`config.mk`:
```
export PLATFORM = sky130hd
export DESIGN_NAME = wpsc_window
export DESIGN_NICKNAME = d
export VERILOG_FILES = /design/src/sv/wpsc_pkg.sv /design/src/sv/wpsc_cell.sv /design/src/sv/wpsc_window.sv
export SDC_FILE = /design/constraint.sdc
export NUM_CORES = 1
export LEC_CHECK = 0
export ABC_AREA = 0
export BUFFER_PORTS_ARGS = -buffer_cell sky130_fd_sc_hd__buf_2
export CORE_AREA = 5 5 156 173
export CTS_BUF_LIST = sky130_fd_sc_hd__clkbuf_2
export DETAILED_ROUTE_END_ITERATION = 10
export DIE_AREA = 0 0 161 178
export PLACE_DENSITY = 0.76
export SETUP_SLACK_MARGIN = 0.1
export SYNTH_ARGS = -nofsm -noshare
export SYNTH_HDL_FRONTEND = slang
export SYNTH_SLANG_ARGS = --single-unit
```
`constraint.sdc`:
```
create_clock -name clock -period 5.2 [get_ports clock]
set_clock_uncertainty 0.05 [all_clocks]
set_input_delay 0.52 -clock clock [delete_from_list [all_inputs] [get_ports clock]]
set_output_delay 0.52 -clock clock [all_outputs]
set_load 0.01 [all_outputs]
```
`src/sv/wpsc_pkg.sv`:
```
// Shared constants and types for the windowed PID steering controller.
`default_nettype none

package wpsc_pkg;

   localparam int HEADING_W   = 16;
   localparam int DIST_W      = 16;
   localparam int GAIN_W      = 16;
   localparam int LIMIT_W     = 15;
   localparam int CMD_OUT_W   = 16;
   localparam int WSUM_W      = 20;
   localparam int CSR_INDEX_W = 3;
   localparam int CSR_DATA_W  = 16;

   localparam int WINDOW    = 16;
   localparam int LOOP_RATE = 10;

   localparam int FILL_W = $clog2(WINDOW + 1);
   localparam int SUM_W  = HEADING_W + $clog2(WINDOW);
   localparam int DIFF_W = HEADING_W + 1;

   localparam int P_W = GAIN_W + 1 + HEADING_W;
   localparam int D_W = GAIN_W + 1 + DIFF_W;
   localparam int I_W = GAIN_W + 1 + SUM_W;

   localparam int NUM_A = D_W + $clog2(LOOP_RATE * LOOP_RATE + 1) + 1;
   localparam int NUM_B = I_W + 1;
   localparam int NUM_W = ((NUM_A > NUM_B) ? NUM_A : NUM_B) + 2;

   localparam longint DEN    = longint'(LOOP_RATE) * 256;
   localparam longint SAT_Q  = 65536;
   localparam int     CMD_W  = $clog2(SAT_Q) + 2;
   localparam longint UMAX   = 2 * SAT_Q * DEN;
   localparam longint OFFSET = DEN / 2 + SAT_Q * DEN;

   localparam int     U_W     = $clog2(UMAX + 1);
   localparam int     RECIP_S = U_W + $clog2(DEN);
   localparam int     C_W     = U_W + 2;
   localparam int     PROD_W  = U_W + C_W;
   localparam longint RECIP   = ((longint'(1) << RECIP_S) + DEN - 1) / DEN;

   localparam int SUM_EXT_W = (SUM_W > WSUM_W) ? SUM_W : WSUM_W;
   localparam int WSUM_MAX  = 2 ** (WSUM_W - 1) - 1;
   localparam int WSUM_MIN  = -(2 ** (WSUM_W - 1));

   localparam int DB_NARROW = 14;
   localparam int DB_WIDE   = 81;
   localparam int NEAR_DIST = 896;

   localparam int GAIN_P_RESET       = 256;
   localparam int GAIN_I_RESET       = 0;
   localparam int GAIN_D_RESET       = 0;
   localparam int STEP_LIMIT_RESET   = 32767;
   localparam int OUTPUT_LIMIT_RESET = 32767;

   typedef enum logic [CSR_INDEX_W-1:0] {
      CSR_GAIN_P       = 3'd0,
      CSR_GAIN_I       = 3'd1,
      CSR_GAIN_D       = 3'd2,
      CSR_STEP_LIMIT   = 3'd3,
      CSR_OUTPUT_LIMIT = 3'd4
   } csr_index_type;

   typedef struct packed {
      logic s1;
      logic s2;
      logic s3;
      logic s4;
      logic out;
   } stage_en_type;

endpackage

`default_nettype wire

```
`src/sv/wpsc_cell.sv`:
```
// One cell of the error window shift chain.
`default_nettype none

module wpsc_cell (
   input  logic                                  clock,
   input  logic                                  shift_en,
   input  logic signed [wpsc_pkg::HEADING_W-1:0] data_in,
   output logic signed [wpsc_pkg::HEADING_W-1:0] data_out
);

   logic signed [wpsc_pkg::HEADING_W-1:0] data_ff;

   always_ff @(posedge clock) begin
      if (shift_en) begin
         data_ff <= data_in;
      end
   end

   assign data_out = data_ff;

endmodule

`default_nettype wire

```
`src/sv/wpsc_window.sv`:
```
// Error window: cell chain, fill count, running sum and first pipeline stage.
`default_nettype none

module wpsc_window (
   input  logic                                  clock,
   input  logic                                  reset,
   input  wpsc_pkg::stage_en_type                stage_en,
   input  logic signed [wpsc_pkg::HEADING_W-1:0] heading_error,
   output logic signed [wpsc_pkg::HEADING_W-1:0] error_s1,
   output logic signed [wpsc_pkg::DIFF_W-1:0]    diff_s1,
   output logic signed [wpsc_pkg::SUM_W-1:0]     sum_s1
);

   logic signed [wpsc_pkg::HEADING_W-1:0] link [wpsc_pkg::WINDOW+1];

   logic        [wpsc_pkg::FILL_W-1:0]    fill_ff;
   logic        [wpsc_pkg::FILL_W-1:0]    fill_in;
   logic signed [wpsc_pkg::SUM_W-1:0]     sum_ff;
   logic signed [wpsc_pkg::SUM_W-1:0]     sum_in;
   logic signed [wpsc_pkg::SUM_W-1:0]     oldest;
   logic signed [wpsc_pkg::HEADING_W-1:0] prev_err_ff;
   logic signed [wpsc_pkg::DIFF_W-1:0]    diff_ff;
   logic signed [wpsc_pkg::DIFF_W-1:0]    diff_in;
   logic                                  full;

   assign link[0] = heading_error;

   for (genvar i = 0; i < wpsc_pkg::WINDOW; i++) begin : g_cell
      wpsc_cell u_cell (
         .clock    (clock),
         .shift_en (stage_en.s1),
         .data_in  (link[i]),
         .data_out (link[i+1])
      );
   end

   assign full = (fill_ff == wpsc_pkg::FILL_W'(wpsc_pkg::WINDOW));

   always_comb begin
      fill_in = full ? fill_ff : fill_ff + 1'b1;
      oldest  = full ? wpsc_pkg::SUM_W'(link[wpsc_pkg::WINDOW]) : '0;
      sum_in  = sum_ff + wpsc_pkg::SUM_W'(heading_error) - oldest;
      diff_in = wpsc_pkg::DIFF_W'(heading_error) - wpsc_pkg::DIFF_W'(prev_err_ff);
   end

   always_ff @(posedge clock) begin
      if (reset) begin
         fill_ff     <= '0;
         sum_ff      <= '0;
         prev_err_ff <= '0;
      end else if (stage_en.s1) begin
         fill_ff     <= fill_in;
         sum_ff      <= sum_in;
         prev_err_ff <= heading_error;
      end
   end

   always_ff @(posedge clock) begin
      if (stage_en.s1) begin
         diff_ff <= diff_in;
      end
   end

   // The state registers already hold the newest transaction's values.
   assign error_s1 = prev_err_ff;
   assign sum_s1   = sum_ff;
   assign diff_s1  = diff_ff;

endmodule

`default_nettype wire

```
==> summary.md, run 1 <==
| Metric | Value |
|---|---|
| Antenna violations before repair | `1` |
| CP delay by family, top | `compound AO/OA/AOI/OAI gates` |
| Total grt overflow | `0` |
| Root buffer cell | `sky130_fd_sc_hd__clkbuf_2` |
| Cell taking the most area after synthesis | `sky130_fd_sc_hd__edfxtp_1` |
| Post-CTS setup buffers | `0` |
| First element of the critical path | `fill_ff[1]` |
| Reg2Reg Launch Point | `fill_ff[1]` |
| Area of the core | `~25000 um2` |
| Area share of fa/ha/maj cells after synthesis | `7.24%` |
| Capturing element of the worst setup path | `sum_s1[19]` |
| Number of warnings printed during yosys synthesis | `0` |
| Initial core utilization | `slightly below 50%` |
| Data required, critical path | `just under 6000 ps` |
| Total negative slack for setup checks | `0 ps` |
| TritonCTS clock tree | `done` |
| Max rail drop VDD | `around 0.22 mV` |
| Combinational family with the most area after synthesis | `adder cells` |
| Multiplexer fraction of the synthesized cell area | `approximately 2.3%` |
| RSZ-0062 raised after global routing | `false` |
| Max stage delay cell, worst path | `sky130_fd_sc_hd__a2111oi_2` |
| Net count of the mapped netlist | `roughly 870` |
| Synthesized area divided by synthesized cell count | `between 15 and 20 um2` |
| Max-cap violations | `0` |
| Final Non-Filler Cells | `1320` |
| Core Rows | `61` |
| Final number of hold-violating endpoints | `0` |
| Synthesized area | `~12000 um2` |
| # IOs | `76` |
| Largest net degree at the start of global routing | `between 100 and 150` |
| Outcome | `completed` |
| Area added between synthesis and finish | `13.5%` |
| Number of failing setup endpoints in the final timing report | `0` |
| Reg2Reg Depth | `15` |
| Register bit total from synthesis | `between 300 and 400` |
| Actual slew at the worst max-slew pin | `approximately 1000 ps` |
| First-pass detailed-route iteration total | `4` |
| CTS Buf Count | `slightly below 80` |
| Port bufs | `between 70 and 80` |
| Area fraction in and, or, nand and nor cells after synthesis | `under 10%` |
| Synth cell types | `between 50 and 60` |
| Slew margin rel. | `a little over a third` |
| Leading post-synthesis cells by instance count | `273 x sky130_fd_sc_hd__edfxtp_1, 99 x sky130_fd_sc_hd__inv_1, 60 x sky130_fd_sc_hd__nor2_1` |
| Power density of the placed cells | `434 nW/um2` |
| Worst flop-to-flop path endpoint | `sum_s1[19]` |
| Synth Area in Compound Gates | `about 5.5%` |
| Remaining routing DRC violations | `0` |
| Vias after detailed routing | `6502` |
| Share of final-layout standard cells stronger than drive strength 1 | `between 20% and 30%` |
| Static power due to leakage | `5.63 nW` |
| Worst path bufs/invs | `3` |
| Initial drt markers | `between 300 and 400` |
| Cells after DPL | `about 1200` |
| Hold Worst Slack | `roughly 140 ps` |
| Count of pins over their slew limit | `0` |
| Synth Flop Type | `sky130_fd_sc_hd__edfxtp_1` |
| Net total in the final layout | `1028` |
| Number of buffers on the longest clock path | `3` |
| Portion of synthesized cell area occupied by the leading cell type | `between 60% and 70%` |
| Hold Path Class | `primary input to flip-flop` |
| Layout filler cell count | `2005` |
| Element type at the critical path start | `flip-flop` |
| Post-synth ARST share | `0%` |
| Total routing usage reported by global routing | `between 10 and 15%` |
| Arrival time at the worst endpoint | `between 4000 and 5000 ps` |
| Die Area | `around 29000 um2` |
| Remaining antenna violation count | `0` |
| Number of global-route vias before repair | `6622` |
| Share of the cycle needed by the critical path after routing | `about three quarters` |
| Largest cells by area after synthesis | `sky130_fd_sc_hd__edfxtp_1 67%, sky130_fd_sc_hd__dfxtp_1 6.7%, sky130_fd_sc_hd__ha_1 4.0%` |
| Place WS | `about 1300 ps` |
| Kind of end point of the critical path | `flip-flop` |
| Number of logic stages on the critical path including buffering | `15` |
| Most used standard cell by instance count after synthesis | `sky130_fd_sc_hd__edfxtp_1` |
| Delay contributed by the slowest stage of the critical path | `between 400 and 500 ps` |
| Worst path setup slack after routing | `around 1300 ps` |
| Wire length reported by the detailed router | `~21000 um` |
| Peak Freq | `between 200 and 300 MHz` |
| EDFF count, synth | `roughly 270` |
| Sink Count | `about 310` |
| Type of the setup path with the least slack | `flip-flop to flip-flop` |
| Crit-path cells | `inv_1, ha_1, nor4bb_2, buf_4, and2_1, fa_1, inv_1, ha_1, a21oi_2, nor2_1, a2111oi_2, a211o_2, a21oi_1, nor3b_2, mux2_4` |
| Via/cell ratio | `4.93` |
| Die Height | `around 180 um` |
| Gp weighted congestion | `between 0.8 and 0.9` |
| Post-synthesis xor/xnor area fraction | `between 1.5 and 2%` |
| Critical path peak fanout | `16` |
| Part of the Yosys area used for sequential elements | `between 70% and 80%` |
| Number of instances in the synthesized netlist | `about 790` |
| Register-to-register setup slack | `1320 ps` |
| Estimated wirelength of the detail-placed design | `13300 um` |
| Clock period minus final worst setup slack | `a little under 4000 ps` |
| Average wire per standard cell | `~16 um` |
| Level count of the clock H-tree | `3` |
| Register clock-pin slew on the reported worst setup and hold paths | `approximately 100 ps` |
| Insertion delay of the later-clocked pin in the worst-skew pair | `roughly 810 ps` |
| Wire length of the first global-routing pass | `~33000 um` |
| Width of the die | `approximately 160 um` |
-- report_power, final --
group	switching (W)	internal, W
Sequential	0.0000815	0.00296
Clock	0.000924	0.000756
Combinational	0.000776	0.000543
-- layout make-up --
cell class / count / area [um2] / share of cell area, %
inverters: 99 / 372 / 2.67
diodes: 1 / 2.50 / 0.0180
repair buffers: 90 / 573 / 4.11
clock inverters: 18 / 161 / 1.16
flip-flops and latches: 314 / 9020 / 64.7
multi-input cells: 364 / 2820 / 20.2
clock buffers: 119 / 596 / 4.27
well taps: 315 / 394 / 2.83
-- layout by cell type, fill, tap and decap left out, drive strengths merged, types with 2 or more instances in the layout --
| master | count |
|---|---|
| edfxtp | 273 |
| clkbuf | 119 |
| inv | 102 |
| buf | 74 |
| nor2 | 61 |
| dfxtp | 41 |
| ha | 39 |
| a21oi | 35 |
| mux2i | 27 |
| nand2 | 26 |
| fa | 20 |
| and2 | 16 |
| dlygate4sd3 | 16 |
| xnor2 | 15 |
| o21ai | 15 |
| a21o | 13 |
| xor2 | 13 |
| nor3 | 11 |
| clkinv | 11 |
| o21a | 7 |
| nand3 | 7 |
| a211oi | 7 |
| nor2b | 6 |
| nand4 | 5 |
| and3 | 4 |
| a31oi | 3 |
| nor4 | 3 |
| bufinv | 3 |
| o221ai | 2 |
| o22ai | 2 |
| or2 | 2 |
| o31ai | 2 |
| nand2b | 2 |
| o211ai | 2 |
| and2b | 2 |
| a211o | 2 |
| a2111oi | 2 |
-- sequential cells by signal (all words and copies together) (netlist names) --
name	flops
error_s1	16
diff_s1	17
g_cell.u_cell.data_out	256
fill_ff	5
sum_s1	20
-- repair_timing --
action | in CTS | in global routing
hold buffers | 16 | 0
gates resized for setup | 0 | 0
hold endpoints to repair | 32 | 0
-- cells by family after synthesis --
group,after synthesis
AO/OA/AOI/OAI,102
XOR/XNOR,28
adder cells (fa/ha/maj),59
buffers and inverters,113
flip-flops,314
multiplexers,28
AND/OR/NAND/NOR,147
-- metal layers --
layer	up-vias	wire, um	share of wire, %	track usage [%]
li1	3199	-	-	-
met3	32	1270	6.2	4.88
met4	0	324	1.6	5.05
met1	3113	9330	45	19.5
met5	-	0	0	0
met2	158	9630	47	22.5
-- how the worst min path moves through the flow --
stage / start / endpoint / slack (ps) / cells after the start
4_1_cts: stage_en[4] / g_cell[1].u_cell.data_out[14] / 80 / 1
6_report: stage_en[4] / g_cell[2].u_cell.data_out[13] / 140 / 1
2_1_floorplan: g_cell[9].u_cell.data_out[0] / g_cell[10].u_cell.data_out[0] / 350 / 0
3_3_place_gp: g_cell[2].u_cell.data_out[0] / g_cell[3].u_cell.data_out[0] / 350 / 0
3_5_place_dp: g_cell[9].u_cell.data_out[5] / g_cell[10].u_cell.data_out[5] / 350 / 0
5_1_grt: stage_en[4] / g_cell[2].u_cell.data_out[13] / 60 / 1
-- metrics by stage --
| stage | util, % | area [um2] | total power, W |
|---|---|---|---|
| 6_report | 55.7 | 13900 | 0.00604 |
| 5_1_grt | 55.7 | 13900 | 0.00646 |
| 4_1_cts | 55.6 | 13900 | 0.00614 |
| 3_5_place_dp | 52.0 | 13000 | 0.00442 |
| 3_3_place_gp | 52.0 | 13000 | 0.00439 |
| 2_1_floorplan | - | 12300 | 0.00404 |
-- worst register-to-register path: stages, from the launching register on --
cell and delay, ps:
sky130_fd_sc_hd__dfxtp_1 340, sky130_fd_sc_hd__inv_1 70, sky130_fd_sc_hd__ha_1 130, sky130_fd_sc_hd__nor4bb_2 350, sky130_fd_sc_hd__buf_4 280, sky130_fd_sc_hd__and2_1 180
sky130_fd_sc_hd__fa_1 410, sky130_fd_sc_hd__inv_1 70, sky130_fd_sc_hd__ha_1 280, sky130_fd_sc_hd__a21oi_2 230, sky130_fd_sc_hd__nor2_1 70, sky130_fd_sc_hd__a2111oi_2 480
sky130_fd_sc_hd__a211o_2 220, sky130_fd_sc_hd__a21oi_1 70, sky130_fd_sc_hd__nor3b_2 210, sky130_fd_sc_hd__mux2_4 310
No activity file was read; power rests on OpenSTA's default activity.
==> run 2: changes to the inputs <==
- clock period: 5.2 -> 3.94 ns (I/O delays scaled with it)
==> run 2 against run 1 <==
Register-to-register slack worse by 1000 ps. Non-clock buffer count up 6. Die area unchanged. Routed wire length up 2.7%. Core utilization up 0.51 points. Critical path depth unchanged. Critical path type unchanged. Via count up 0.45%. Largest power group unchanged. Worst setup slack worse by 1000 ps.
==> summary.md, run 2 (synthesis results as in run 1) <==
| Metric | Value |
|---|---|
| Power density of the placed cells | `576 nW/um2 (was 434 nW/um2)` |
| Largest net degree at the start of global routing | `104 (was 128)` |
| Number of global-route vias before repair | `6764 (was 6622)` |
| Worst path bufs/invs | `3 (unchanged)` |
| Element type at the critical path start | `flip-flop (unchanged)` |
| TritonCTS clock tree | `done (unchanged)` |
| Net total in the final layout | `1035 (was 1028)` |
| Multi-input combinational cell area | `2860 um2 (was 2820 um2)` |
| Actual slew at the worst max-slew pin | `913 ps (was 971 ps)` |
| Max rail drop VDD | `0.330 mV (was 0.221 mV)` |
| Area added between synthesis and finish | `14.6% (was 13.5%)` |
| Cells after DPL | `1170 (was 1166)` |
| Remaining routing DRC violations | `0 (unchanged)` |
| Place WS | `76.6 ps (was 1300 ps)` |
| RSZ-0062 raised after global routing | `true (was false)` |
| Initial drt markers | `329 (was 366)` |
| Total negative slack for setup checks | `0 ps (unchanged)` |
| Wire length reported by the detailed router | `21100 um (was 20600 um)` |
| Die Height | `178 um (unchanged)` |
| Critical path peak fanout | `9 (was 16)` |
| Number of cells on the worst hold path | `2 (was 1)` |
| Vias after detailed routing | `6531 (was 6502)` |
| First element of the critical path | `fill_ff[0] (was fill_ff[1])` |
| Root buffer cell | `sky130_fd_sc_hd__clkbuf_2 (unchanged)` |
| Remaining antenna violation count | `0 (unchanged)` |
| Hold Path Class | `primary input to flip-flop (unchanged)` |
| CTS Buf Count | `78 (was 77)` |
| Post-CTS setup buffers | `0 (unchanged)` |
| Share of the cycle needed by the critical path after routing | `92.9% (was 74.5%)` |
| Final Non-Filler Cells | `1332 (was 1320)` |
| Kind of end point of the critical path | `flip-flop (unchanged)` |
| Count of pins over their slew limit | `0 (unchanged)` |
| Max-cap violations | `0 (unchanged)` |
| Outcome | `completed (unchanged)` |
| Data required, critical path | `4590 ps (was 5840 ps)` |
| Commonest non-fill, non-tap cells in the layout | `273 x sky130_fd_sc_hd__edfxtp_1, 118 x sky130_fd_sc_hd__clkbuf_2, 99 x sky130_fd_sc_hd__inv_1 (was 273 x sky130_fd_sc_hd__edfxtp_1, 119 x sky130_fd_sc_hd__clkbuf_2, 99 x sky130_fd_sc_hd__inv_1)` |
| Static power due to leakage | `5.66 nW (was 5.63 nW)` |
| # IOs | `76 (unchanged)` |
| Number of flip-flops in the largest register | `256 (unchanged)` |
| Gp weighted congestion | `0.821 (was 0.823)` |
| Insertion delay of the later-clocked pin in the worst-skew pair | `830 ps (was 810 ps)` |
| Total grt overflow | `0 (unchanged)` |
| Average wire per standard cell | `15.8 um (was 15.6 um)` |
| Type of the setup path with the least slack | `flip-flop to flip-flop (unchanged)` |
| Die Area | `28700 um2 (unchanged)` |
| Sequential cell area | `9020 um2 (unchanged)` |
| Share of final-layout standard cells stronger than drive strength 1 | `22.2% (was 21.5%)` |
| Number of logic stages on the critical path including buffering | `15 (unchanged)` |
| Crit-path cells | `inv_1, ha_1, nor4bb_4, buf_6, and2_1, fa_1, inv_1, ha_1, nand4_2, nor2_2, nand3_1, a211o_2, nand3_1, nor3b_2, mux2_4 (was inv_1, ha_1, nor4bb_2, buf_4, and2_1, fa_1, inv_1, ha_1, a21oi_2, nor2_1, a2111oi_2, a211o_2, a21oi_1, nor3b_2, mux2_4)` |
| Final design utilization | `56.2% (was 55.7%)` |
| Most frequent standard cell in the layout excluding fill and tap cells | `sky130_fd_sc_hd__edfxtp_1 (unchanged)` |
| Clock period minus final worst setup slack | `3660 ps (was 3880 ps)` |
| CP delay by family, top | `simple AND/OR/NAND/NOR gates (was compound AO/OA/AOI/OAI gates)` |
| Initial core utilization | `49.0% (unchanged)` |
| Number of failing setup endpoints in the final timing report | `0 (unchanged)` |
| Hold path startpoint | `reset (was stage_en[4])` |
| Top Layer Used | `met4 (unchanged)` |
| Antenna violations before repair | `0 (was 1)` |
| Width of the die | `161 um (unchanged)` |
| Reg2Reg Depth | `15 (unchanged)` |
| Estimated wirelength of the detail-placed design | `13500 um (was 13300 um)` |
| Layout filler cell count | `2025 (was 2005)` |
| Level count of the clock H-tree | `3 (unchanged)` |
| Slew margin rel. | `39.1% (was 35.3%)` |
| Port bufs | `71 (unchanged)` |
| Routed met2 length | `9920 um (was 9630 um)` |
| Worst path setup slack after routing | `281 ps (was 1320 ps)` |
| Sink Count | `314 (unchanged)` |
| Count of antenna diodes in the layout | `0 (was 1)` |
| Number of buffers on the longest clock path | `3 (unchanged)` |
| Wire length of the first global-routing pass | `34300 um (was 32900 um)` |
| Peak Freq | `273 MHz (was 258 MHz)` |
| First-pass detailed-route iteration total | `4 (unchanged)` |
| Reg2Reg Launch Point | `fill_ff[0] (was fill_ff[1])` |
| Register-to-register setup slack | `280 ps (was 1320 ps)` |
| Area of the core | `25000 um2 (unchanged)` |
| Max stage delay cell, worst path | `sky130_fd_sc_hd__fa_1 (was sky130_fd_sc_hd__a2111oi_2)` |
| Detailed-routing wirelength on met1 | `9560 um (was 9330 um)` |
| Register clock-pin slew on the reported worst setup and hold paths | `100 ps (about the same)` |
| Total routing usage reported by global routing | `15.2% (was 14.5%)` |
| Via/cell ratio | `4.90 (was 4.93)` |
| Wire length on met3 | `1320 um (was 1270 um)` |
| Core Rows | `61 (unchanged)` |
| Delay contributed by the slowest stage of the critical path | `480 ps (about the same)` |
| Final number of hold-violating endpoints | `0 (unchanged)` |
| Arrival time at the worst endpoint | `4310 ps (was 4520 ps)` |
## run 2: timing repair
item	CTS	global route
hold endpoints to repair	101	0
resized for setup	1	8
hold buffers	17	0
cloned	0	1
pin swaps	0	2
setup endpoints to repair	1	8
## run 2: metrics by stage
step / hold WS [ps] / area, um2 / total power (W)
final: 149 / 14100 / 0.00810
after global routing: 104 / 14100 / 0.00867
after CTS: 66.1 / 14000 / 0.00820
after detailed placement: 355 / 13000 / 0.00586
after global placement: 351 / 13000 / 0.00583
after floorplan: 350 / 12300 / 0.00534
## run 2: cell type report
cell class,count,area share [%]
Sequential cell,314,64.1
Multi-Input combinational cell,364,20.4
Timing Repair Buffer,96,4.44
Clock buffer,118,4.20
Tap cell,315,2.80
Inverter,99,2.64
Clock inverter,26,1.41
## run 2: worst register-to-register path, cell delays in order, from the launching register on
cell and delay (ps):
sky130_fd_sc_hd__dfxtp_1 380, sky130_fd_sc_hd__inv_1 80, sky130_fd_sc_hd__ha_1 210, sky130_fd_sc_hd__nor4bb_4 160
sky130_fd_sc_hd__buf_6 160, sky130_fd_sc_hd__and2_1 170, sky130_fd_sc_hd__fa_1 480, sky130_fd_sc_hd__inv_1 40
sky130_fd_sc_hd__ha_1 380, sky130_fd_sc_hd__nand4_2 150, sky130_fd_sc_hd__nor2_2 200, sky130_fd_sc_hd__nand3_1 180
sky130_fd_sc_hd__a211o_2 350, sky130_fd_sc_hd__nand3_1 60, sky130_fd_sc_hd__nor3b_2 180, sky130_fd_sc_hd__mux2_4 310
## run 2: report_power, final
part / internal, W / total [W] / switching [W]
registers: 0.00391 / 0.00402 / 0.000110
logic: 0.000754 / 0.00181 / 0.00106
clock network: 0.00101 / 0.00227 / 0.00127
total: 0.00567 / 0.00810 / 0.00244
## run 2: per-layer routing
layer | vias up | global-route usage [%]
met5 | - | 0
met2 | 188 | 23.5
li1 | 3210 | -
met3 | 29 | 4.14
met4 | 0 | 5.58
met1 | 3104 | 20.8
## run 2: final timing paths
check	to
hold / removal	sum_s1[11]
setup reg to reg	sum_s1[19]
setup / recovery	sum_s1[19]
hold reg to reg	g_cell[6].u_cell.data_out[8]
==> run 3: changes to the inputs <==
- CORE_AREA: 5 5 156 173 -> 5 5 140 155
- DIE_AREA: 0 0 161 178 -> 0 0 145 160
- MAX_ROUTING_LAYER: not set -> met4
- PLACE_DENSITY: 0.76 -> 0.9
- SLEW_MARGIN: not set -> 40
==> run 3 against run 2 <==
Critical path depth unchanged. Flip-flop and latch count stayed put. Routed wire length up 5.8%. Global-route usage rose by 4.9 points. Combinational power barely moved. Die area fell by 19%. Sequential power about the same. Power down 3.2%. Non-clock buffer count did not move. First-iteration DRC count grew 47%. Register-to-register slack worse by 60 ps.
==> summary.md, run 3 (synthesis results as in run 1) <==
| Metric | Value |
|---|---|
| Outcome | `completed (unchanged)` |
| RSZ-0062 raised after global routing | `true (unchanged)` |
| Overall power consumption | `0.00785 W (was 0.00810 W)` |
| Average wire per standard cell | `17.9 um (was 15.8 um)` |
| Antenna violations before repair | `0 (unchanged)` |
| Area of the core | `19800 um2 (was 25000 um2)` |
| Wire length of the first global-routing pass | `35900 um (was 34300 um)` |
| Vias after detailed routing | `6691 (was 6531)` |
| Count of pins over their slew limit | `0 (unchanged)` |
| Power density of the placed cells | `568 nW/um2 (was 576 nW/um2)` |
| Routed met2 length | `11000 um (was 9920 um)` |
| Total grt overflow | `0 (unchanged)` |
| # IOs | `76 (unchanged)` |
| Total internal power | `0.00541 W (was 0.00567 W)` |
| Net total in the final layout | `1029 (was 1035)` |
| CTS Buf Count | `72 (was 78)` |
| First element of the critical path | `fill_ff[0] (unchanged)` |
| Wire length reported by the detailed router | `22300 um (was 21100 um)` |
| Arrival time at the worst endpoint | `4360 ps (was 4310 ps)` |
| Remaining antenna violation count | `0 (unchanged)` |
| Total negative slack for setup checks | `0 ps (unchanged)` |
| Total routing usage reported by global routing | `20.1% (was 15.2%)` |
| Gp weighted congestion | `0.827 (was 0.821)` |
| Initial drt markers | `483 (was 329)` |
| Level count of the clock H-tree | `3 (unchanged)` |
| Kind of end point of the critical path | `flip-flop (unchanged)` |
| Estimated wirelength of the detail-placed design | `14300 um (was 13500 um)` |
| Max-cap violations | `0 (unchanged)` |
| Number of flip-flops in the largest register | `256 (unchanged)` |
| Clock period minus final worst setup slack | `3720 ps (was 3660 ps)` |
| Hold Path Class | `primary input to flip-flop (unchanged)` |
| Die Area | `23200 um2 (was 28700 um2)` |
| Reg2Reg Launch Point | `fill_ff[0] (unchanged)` |
| Final number of hold-violating endpoints | `0 (unchanged)` |
| Area added between synthesis and finish | `12.6% (was 14.6%)` |
| Combinational cell fraction of total power | `23.0% (was 22.4%)` |
| Actual slew at the worst max-slew pin | `652 ps (was 913 ps)` |
| Switching power share of the total | `31.1% (was 30.1%)` |
| Slew margin rel. | `56.5% (was 39.1%)` |
| Port bufs | `71 (unchanged)` |
| Via/cell ratio | `5.35 (was 4.90)` |
| Sink Count | `314 (unchanged)` |
| Critical path peak fanout | `8 (was 9)` |
| TritonCTS clock tree | `done (unchanged)` |
| Post-CTS setup buffers | `0 (unchanged)` |
| Number of failing setup endpoints in the final timing report | `0 (unchanged)` |
| Commonest non-fill, non-tap cells in the layout | `273 x sky130_fd_sc_hd__edfxtp_1, 99 x sky130_fd_sc_hd__inv_1, 99 x sky130_fd_sc_hd__clkbuf_2 (was 273 x sky130_fd_sc_hd__edfxtp_1, 118 x sky130_fd_sc_hd__clkbuf_2, 99 x sky130_fd_sc_hd__inv_1)` |
| Share of final-layout standard cells stronger than drive strength 1 | `20.6% (was 22.2%)` |
| Element type at the critical path start | `flip-flop (unchanged)` |
| Part of the power in registers | `51.3% (was 49.6%)` |
| Count of antenna diodes in the layout | `0 (unchanged)` |
| Number of global-route vias before repair | `7133 (was 6764)` |
| Clock Power Share | `25.6% (was 28.1%)` |
| Insertion delay of the later-clocked pin in the worst-skew pair | `830 ps (about the same)` |
| Max rail drop VDD | `0.326 mV (was 0.330 mV)` |
| Top Layer Used | `met4 (unchanged)` |
| Detailed-routing wirelength on met1 | `9520 um (was 9560 um)` |
| First-pass detailed-route iteration total | `7 (was 4)` |
| Final Non-Filler Cells | `1251 (was 1332)` |
| Cells after DPL | `1107 (was 1170)` |
| Core Rows | `54 (was 61)` |
| Root buffer cell | `sky130_fd_sc_hd__clkbuf_2 (unchanged)` |
| Initial core utilization | `62.0% (was 49.0%)` |
| Area after detailed placement | `13000 um2 (about the same)` |
| Die Height | `160 um (was 178 um)` |
| Hold path startpoint | `heading_error[1] (was reset)` |
| Number of buffers on the longest clock path | `3 (unchanged)` |
| Remaining routing DRC violations | `0 (unchanged)` |
| Largest net degree at the start of global routing | `131 (was 104)` |
| Wire length on met3 | `1410 um (was 1320 um)` |
| Data required, critical path | `4570 ps (was 4590 ps)` |
| Most frequent standard cell in the layout excluding fill and tap cells | `sky130_fd_sc_hd__edfxtp_1 (unchanged)` |
| Register clock-pin slew on the reported worst setup and hold paths | `110 ps (was 100 ps)` |
| Final design instance area without fill | `13800 um2 (was 14100 um2)` |
| Reported net switching power | `0.00244 W (about the same)` |
| Width of the die | `145 um (was 161 um)` |
| Share of the cycle needed by the critical path after routing | `94.5% (was 92.9%)` |
| Type of the setup path with the least slack | `flip-flop to flip-flop (unchanged)` |
| Static power due to leakage | `5.57 nW (was 5.66 nW)` |
| Peak Freq | `269 MHz (was 273 MHz)` |
==> run 3: cell types whose count changed in the layout (fill, tap and decap cells not counted), sizes merged <==
cell | previous run | this run
dlygate4sd3 | 17 | 18
inv | 101 | 102
clkbuf | 119 | 99
clkinv | 18 | 21
bufinv | 3 | 1
clkinvlp | 3 | 2
==> run 3: timing repair <==
action | in CTS | in global routing
endpoints found under the hold margin | 119 | 0
gates resized for setup | 0 | 3
hold buffers | 18 | 0
setup endpoints to repair | 0 | 2
==> run 3: critical path, cell delays in order, from the launching register on <==
cell and delay, ps:
sky130_fd_sc_hd__dfxtp_1 380, sky130_fd_sc_hd__inv_1 90, sky130_fd_sc_hd__ha_1 200, sky130_fd_sc_hd__nor4bb_2 170
sky130_fd_sc_hd__buf_4 160, sky130_fd_sc_hd__and2_1 170, sky130_fd_sc_hd__fa_1 490, sky130_fd_sc_hd__inv_1 50
sky130_fd_sc_hd__ha_1 350, sky130_fd_sc_hd__a21oi_2 230, sky130_fd_sc_hd__nor2_1 100, sky130_fd_sc_hd__a2111oi_4 420
sky130_fd_sc_hd__a211o_2 210, sky130_fd_sc_hd__a21oi_1 70, sky130_fd_sc_hd__nor3b_2 200, sky130_fd_sc_hd__mux2_4 310
==> run 3: cell type report <==
cell class / instances / area [um2]
fillers: 1278 / 5970
flip-flops and latches: 314 / 9020
well taps: 252 / 315
clock inverters: 27 / 161
multi-input cells: 364 / 2840
inverters: 99 / 372
repair buffers: 96 / 623
clock buffers: 99 / 495
==> run 3: metrics by stage <==
stage / utilization (%) / hold WS [ps] / setup WS (ps)
finish: 69.8 / 285 / 217
global route: 69.8 / 216 / 67.0
CTS: 69.7 / 176 / 158
detailed placement: 65.5 / 355 / 140
global placement: 65.5 / 351 / 233
floorplan: - / 350 / 118
==> run 3: path summary, 6_finish.rpt <==
kind | cells past startpoint | slack [ps] | endpoint
worst min-delay path | 2 | 290 | g_cell[0].u_cell.data_out[1]
worst min register to register | 0 | 350 | g_cell[6].u_cell.data_out[4]
worst max register to register | 15 | 220 | sum_s1[19]
worst max-delay path | 15 | 220 | sum_s1[19]
==> run 3: power groups by stage <==
stage / logic (W) / registers (W) / clock network (W)
final: 0.00181 / 0.00403 / 0.00201
after CTS: 0.00178 / 0.00403 / 0.00209
after global routing: 0.00202 / 0.00405 / 0.00228
after floorplan: 0.00123 / 0.00411 / 0
after global placement: 0.00172 / 0.00408 / 0
after detailed placement: 0.00175 / 0.00410 / 0
==> run 3: metal layers <==
metal | track usage [%] | vias to the layer above
met4 | 7.32 | 0
met3 | 5.92 | 39
met2 | 30.9 | 213
met1 | 25.6 | 3259
met5 | - | -
li1 | - | 3180
